`config.mk`:
```
export PLATFORM = sky130hd
export DESIGN_NAME = pcd_ctrl
export DESIGN_NICKNAME = d
export VERILOG_FILES = /design/src/hdl/pcd_pkg.sv /design/src/hdl/pcd_ctrl.sv
export SDC_FILE = /design/constraint.sdc
export NUM_CORES = 1
export LEC_CHECK = 0
export BUFFER_PORTS_ARGS = -buffer_cell sky130_fd_sc_hd__buf_2
export CAP_MARGIN = 20
export CORE_UTILIZATION = 45
export CTS_CLUSTER_DIAMETER = 50
export DETAILED_ROUTE_END_ITERATION = 8
export PLACE_DENSITY = 0.74
export SLEW_MARGIN = 20
export SYNTH_ARGS = -nofsm -noshare
export SYNTH_HDL_FRONTEND = slang
export SYNTH_SLANG_ARGS = --single-unit
```
`constraint.sdc`:
```
create_clock -name clk -period 2.25 [get_ports clk]
set_clock_uncertainty 0.05 [all_clocks]
set_input_delay 0 -clock clk [delete_from_list [all_inputs] [get_ports clk]]
set_output_delay 0 -clock clk [all_outputs]
set_load 0.01 [all_outputs]
```
`src/hdl/pcd_pkg.sv`:
```
`timescale 1ns / 1ps
`default_nettype none
package pcd_pkg;

	localparam int DEDUP_ENTRIES = 64;
	localparam int ALLOWLIST_ENTRIES = 31;
	localparam int LENGTH_BITS = 24;
	localparam int KEY_TABLE_SIZE = 31;
	localparam int ALLOW_COUNT = (ALLOWLIST_ENTRIES < KEY_TABLE_SIZE) ?
		ALLOWLIST_ENTRIES : KEY_TABLE_SIZE;

	localparam logic [31:0] FNV_BASIS = 32'd2166136261;
	localparam logic [31:0] FNV_PRIME = 32'd16777619;
	localparam logic [15:0] WINDOW_RESET = 16'd100;
	localparam logic [LENGTH_BITS-1:0] COUNT_MAX = '1;

	localparam logic [23:0] ALLOW_KEYS [KEY_TABLE_SIZE] = '{
		24'h21e535, 24'h21be01, 24'h21a83c, 24'h219804, 24'h216dd4, 24'h5d2b15,
		24'h5dcc51, 24'h875408, 24'h878408, 24'h876185, 24'h0d9ee1, 24'h0dee25,
		24'h0d2711, 24'h0d7690, 24'h0d755d, 24'h3d16b6, 24'h52ee25, 24'h664cc2,
		24'h66da30, 24'h664569, 24'h79994b, 24'h03f7f5, 24'h035408, 24'ha12711,
		24'ha18a6a, 24'h466bb8, 24'h4b4569, 24'ha1b121, 24'haade02, 24'haa7a64,
		24'h052b66
	};

	localparam logic [2:0] REG_FORWARD_ALL = 3'd0;
	localparam logic [2:0] REG_WINDOW = 3'd4;

	typedef enum logic [2:0] {
		V_EMPTY,
		V_CONTROL,
		V_SHORT,
		V_NOT_ALLOWED,
		V_DUPLICATE,
		V_FORWARD
	} verdict_t;

	typedef struct packed {
		logic byte_en;
		logic capture;
		logic rd_en;
		logic finish;
		verdict_t verdict;
	} cmd_t;

	typedef struct packed {
		logic needs_scan;
		verdict_t pre_verdict;
		logic hit;
		logic out_pending;
	} status_t;

	function automatic logic key_allowed(input logic [23:0] k);
		logic found;
		found = 1'b0;
		for (int i = 0; i < ALLOW_COUNT; i++) begin
			if (ALLOW_KEYS[i] == k) found = 1'b1;
		end
		return found;
	endfunction

endpackage
`default_nettype wire

```
`src/hdl/pcd_ctrl.sv`:
```
`timescale 1ns / 1ps
`default_nettype none
module pcd_ctrl #(
	parameter int DEDUP_ENTRIES = pcd_pkg::DEDUP_ENTRIES
) (
	input  wire logic clk,
	input  wire logic arst_n,
	input  wire logic in_valid,
	input  wire logic action,
	output logic in_stall,
	input  wire pcd_pkg::status_t status,
	output pcd_pkg::cmd_t cmd,
	output logic [$clog2(DEDUP_ENTRIES)-1:0] idx
);
	import pcd_pkg::*;

	localparam int IW = $clog2(DEDUP_ENTRIES);
	localparam logic [IW-1:0] LAST = IW'(DEDUP_ENTRIES - 1);

	typedef enum logic [1:0] {
		ST_IDLE,
		ST_SCAN,
		ST_DRAIN
	} state_t;

	state_t state_q, state_d;
	logic [IW-1:0] idx_q, idx_d;
	logic acc;

	assign in_stall = (state_q != ST_IDLE) || (action && status.out_pending);
	assign acc = in_valid && !in_stall;
	assign idx = idx_q;

	always_comb begin
		state_d = state_q;
		idx_d = idx_q;
		cmd = '0;
		cmd.verdict = V_FORWARD;
		case (state_q)
			ST_IDLE: begin
				if (acc && !action) begin
					cmd.byte_en = 1'b1;
				end else if (acc && action) begin
					if (status.needs_scan) begin
						cmd.capture = 1'b1;
						idx_d = '0;
						state_d = ST_SCAN;
					end else begin
						cmd.finish = 1'b1;
						cmd.verdict = status.pre_verdict;
					end
				end
			end
			ST_SCAN: begin
				if (status.hit) begin
					cmd.finish = 1'b1;
					cmd.verdict = V_DUPLICATE;
					state_d = ST_IDLE;
				end else begin
					cmd.rd_en = 1'b1;
					if (idx_q == LAST) begin
						state_d = ST_DRAIN;
					end else begin
						idx_d = idx_q + 1'b1;
					end
				end
			end
			ST_DRAIN: begin
				cmd.finish = 1'b1;
				cmd.verdict = status.hit ? V_DUPLICATE : V_FORWARD;
				state_d = ST_IDLE;
			end
			default: begin
				state_d = ST_IDLE;
			end
		endcase
	end

	always_ff @(posedge clk or negedge arst_n) begin
		if (!arst_n) begin
			state_q <= ST_IDLE;
			idx_q <= '0;
		end else begin
			state_q <= state_d;
			idx_q <= idx_d;
		end
	end

	a_finish_idle: assert property (@(posedge clk) disable iff (!arst_n)
		cmd.finish |=> (state_q == ST_IDLE))
		else $error("finish did not return to idle");
	a_drain_one: assert property (@(posedge clk) disable iff (!arst_n)
		(state_q == ST_DRAIN) |=> (state_q == ST_IDLE))
		else $error("drain lasted more than one cycle");
	a_rd_scan: assert property (@(posedge clk) disable iff (!arst_n)
		cmd.rd_en |-> (state_q == ST_SCAN))
		else $error("table read outside scan");
	a_no_overrun: assert property (@(posedge clk) disable iff (!arst_n)
		cmd.finish |-> !status.out_pending)
		else $error("result finished while output still held");

endmodule
`default_nettype wire

```
# Yosys cells after proc, flatten, opt, wreduce, memory -nomap -nowiden
# Cells that the tools add are included.
# word_totals
ff_bits,8
in_bits,10
wordCells,49
# op_classes
n_addsub,1
n_eq_ne,9
n_mux,25
n_reduce_logical,12
# op_table
operator,n
6-bit 2-to-1 mux,5
4-bit 2-to-1 mux,4
2-bit 2-to-1 mux,6
4-bit one-hot mux with 3 select lines,1
6-bit one-hot mux with 2 select lines,1
2-bit inequality test (second input constant),5
1-bit 2-to-1 mux,7
6-bit by 1-bit adder with 6-bit output (second input constant),1
6-bit equality test (second input constant),1
6-bit AND reduction,1
1-bit logical AND,4
2-bit one-hot mux with 2 select lines,1
4-bit AND reduction,1
2-bit nonzero test,2
3-bit inequality test (second input constant),1
2-bit by 1-bit equality test with 1-bit output (second input constant),1
2-bit equality test (second input constant),1
1-bit zero test,2
2-bit zero test,1
1-bit logical OR,1

# Depth between registers and ports, before layout
# depth
ltp_word,8
ltp_mapped,7
depth_no_buf,6

# Worst setup path before layout
# No wires, ideal clock.
# synth_timing
path_kind,register to output
from,register state_q[0]
to,output cmd[1] (netlist bit)
t_arrival_ps,1560
slack_ps,640
path_stages_with_launch,6
path_buffers,0
path_cell_list,dfrtp_1 -> inv_1 -> ha_1 -> nand2_2 -> or4b_4 -> nor3b_2
# synth_rtl
element,line_no,rtl
start: declaration,pcd_ctrl.sv:26,"state_t state_q, state_d;"
start signal: assignment,pcd_ctrl.sv:84,state_q <= state_d;
end: declaration,pcd_ctrl.sv:12,"output pcd_pkg::cmd_t cmd,"

==> results.py <==
metrics = {
    "place": {
        "port-buffer-count": 23,
        "post-place-ws_ns": 0.4375,
        "gp_congestion": 0.7805,
        "dp_hpwl_um": 1081,
    },
    "synth": {
        "synth_cell_types": 30,
        "ys_top_cells_by_count": "nand2_1 (9), dfrtp_1 (8), nor2_1 (7)",
        "synthCells": 76,
        "avgSynthCellArea_sq_um": 8.479,
        "syn_area_sq_um": 644.4,
        "yosysTopAreaCell": "dfrtp_1",
        "yosys-top-cells-area": "dfrtp_1 (31%), ha_1 (12%), a22o_1 (5.4%)",
        "yosysMostFrequentCell": "nand2_1",
        "synth.ff_latch_count": 8,
        "synthArstFlopShare": 1.000,
        "synth_nets": 92,
        "ys_warn_count": 0,
        "synthFlopType": "dfrtp_1",
        "synth_enable_flop_cells": 0,
        "yosys.area.top_type_share": 0.3107,
        "synth_seq_area_share": 0.3107,
    },
    "routing": {
        "via_per_inst": 5.435,
        "ant_nets": 0,
        "routed_wl_um": 1346,
        "drt_first_pass_iters": 4,
        "drc": 0,
        "wl_per_cell_um": 11.70,
        "drt_iter0_drc": 18,
        "num_vias": 625,
    },
    "floorplan": {
        "core_area_sq_mm": 0.001318,
        "die_h_um": 39.84,
        "start_util": 0.4891,
        "die_area_sq_mm": 0.001587,
        "die_x_um": 39.84,
        "num_rows": 13,
        "io_pins": 24,
    },
    "worst_setup_path": {
        "cp_max_fo": 7,
        "crit_type": "reg -> out",
        "crit_arrival_ns": 2.02,
        "cp-end-kind": "primary output",
        "startpoint_type": "flip-flop",
        "required_ns": 2.20,
        "reg2reg_setup_slack_ns": 0.45,
    },
    "pwr": {
        "p_per_area_mw_per_mm2": 1075,
        "power_frac_comb": 0.571,
        "p_int_uw": 465.8,
        "netSwitchingPower_uw": 384.6,
        "power.leakage_uw": 0.0003954,
        "ir_drop_mv": 0.6598,
        "p_clk_frac": 0.121,
        "sw_frac_of_total": 0.4523,
        "p_seq_frac": 0.308,
    },
    "sta": {
        "setup_tns_ns": 0,
        "rsz0062_at_grt": "false",
        "tightest_slew_ns": 0.3230,
        "drv_slew": 0,
        "worst_slack_ns": 0.1835,
        "relSlewSlack": 0.7847,
        "setup_viol": 0,
        "finalCriticalPeriod_ns": 2.066,
        "finalHoldViolCount": 0,
        "final.period_utilization": 0.9184,
        "clock.fmax_ghz": 0.4839,
    },
    "flow_run": {
        "cap_violations": 0,
    },
    "clock_tree": {
        "numCtsBuffers": 3,
        "root_buffer": "clkbuf_4",
        "cts_tree": "yes",
        "path_clk_slew_ns": 0.05,
        "clk_latency_ns": 0.24,
        "clock-sinks": 8,
        "cts_max_level": 1,
        "cts_max_path_buffers": 2,
        "cts_setup_buffers": 0,
    },
    "run_status": {
        "status": "completed",
    },
    "global_routing": {
        "antenna_found_initial": 0,
        "grt_max_degree": 11,
        "grt_pass1_wl_um": 2070,
        "gr-total-overflow": 0,
        "grt_pass1_vias": 500,
        "gr-usage-all-layers": 0.2061,
    },
    "finish": {
        "layout-drive-gt1-share": 0.3100,
        "num-fill-cells": 131,
        "syn_to_final_growth_pct": 22.72,
        "nets": 118,
        "insertedDiodeCount": 0,
    },
    "hold_path": {
        "hp-class": "in -> async",
    },
}
-- critical path, cell delays in order (launching register included) --
cell,delay (ns)
dfrtp_1,0.41
inv_1,0.12
ha_1,0.29
nand2_2,0.10
or4b_4,0.52
o21ai_1,0.14
nand2_1,0.06
buf_2,0.13
-- final cells by class --
class,instances,area (sq um),share of cell area
Clock buffer,3,22.52,0.02848
Inverter,3,11.26,0.01424
Multi-Input combinational cell,62,412.9,0.5222
Sequential cell,8,200.2,0.2532
Tap cell,15,18.77,0.02373
Timing Repair Buffer,24,125.1,0.1582
-- cell usage in the layout (no fill, tap or decap), drive strengths merged, types with 2 or more instances in the layout --
master	Yosys	routed
nor2	7	7
buf	3	23
nor3	4	4
dfrtp	8	8
nand3b	2	2
nand3	4	4
nand2	10	10
a21oi	2	2
inv	3	3
o21ai	7	7
clkbuf	0	3
ha	6	6
a22o	4	4
o31ai	3	3
-- logic make-up (layout without fill, tap and decap cells) --
| group | Yosys count | in the layout | share of synthesized area |
|---|---|---|---|
| DFF | 8 | 8 | 0.3107 |
| and+or+nand+nor | 35 | 35 | 0.3010 |
| AOI/OAI and AO/OA | 21 | 21 | 0.2233 |
| adders and majority gates | 6 | 6 | 0.1165 |
| buffers and inverters | 6 | 30 | 0.04853 |
-- path summary, 6_finish.rpt --
path / startpoint / end / depth (start not counted)
setup reg to reg: state_q[1] / idx[5] / 6
hold reg to reg: state_q[1] / state_q[1] / 1
setup / recovery: state_q[0] / cmd[0] / 7
max in group asynchronous: arst_n / idx[5] / 2
min in group clk: in_valid / state_q[0] / 5
hold / removal: arst_n / idx[2] / 2
-- stage by stage --
stage / total power (uW) / cells / utilization / hold WS, ns / instance area, sq um
floorplan: 614.6 / 76 / - / -0.3456 / 644.4
finish: 850.4 / 115 / 0.6002 / 0.07360 / 790.8
CTS: 858.9 / 115 / 0.6002 / 0.07859 / 790.8
global placement: 746.1 / 111 / 0.5755 / -0.1979 / 758.2
global route: 923.5 / 115 / 0.6002 / 0.1039 / 790.8
detailed placement: 750.1 / 111 / 0.5755 / -0.1959 / 758.2
-- metal layers --
metal / vias to the layer above / track usage / share of wire
met4: 0 / 0.1552 / 0.014
met1: 280 / 0.2457 / 0.45
li1: 323 / - / -
met3: 2 / 0.03409 / 0.045
met5: - / 0 / 0
met2: 20 / 0.3238 / 0.49
-- power groups by stage --
| stage | Combinational, uW | Clock [uW] | Sequential, uW |
|---|---|---|---|
| after floorplan | 343 | 0 | 271 |
| after global placement | 483 | 0 | 263 |
| after detailed placement | 486 | 0 | 264 |
| after CTS | 489 | 108 | 262 |
| after global routing | 537 | 116 | 270 |
| final | 485 | 103 | 262 |
-- repair_timing --
item                                   CTS  global route
endpoints found under the hold margin    8             0
hold buffers                             1             0
resized for setup                        0             0
-- registers in the layout (all words and copies together), names as in the netlist --
name     cells
state_q      2
idx          6
Power figures use the tool's default switching activity.
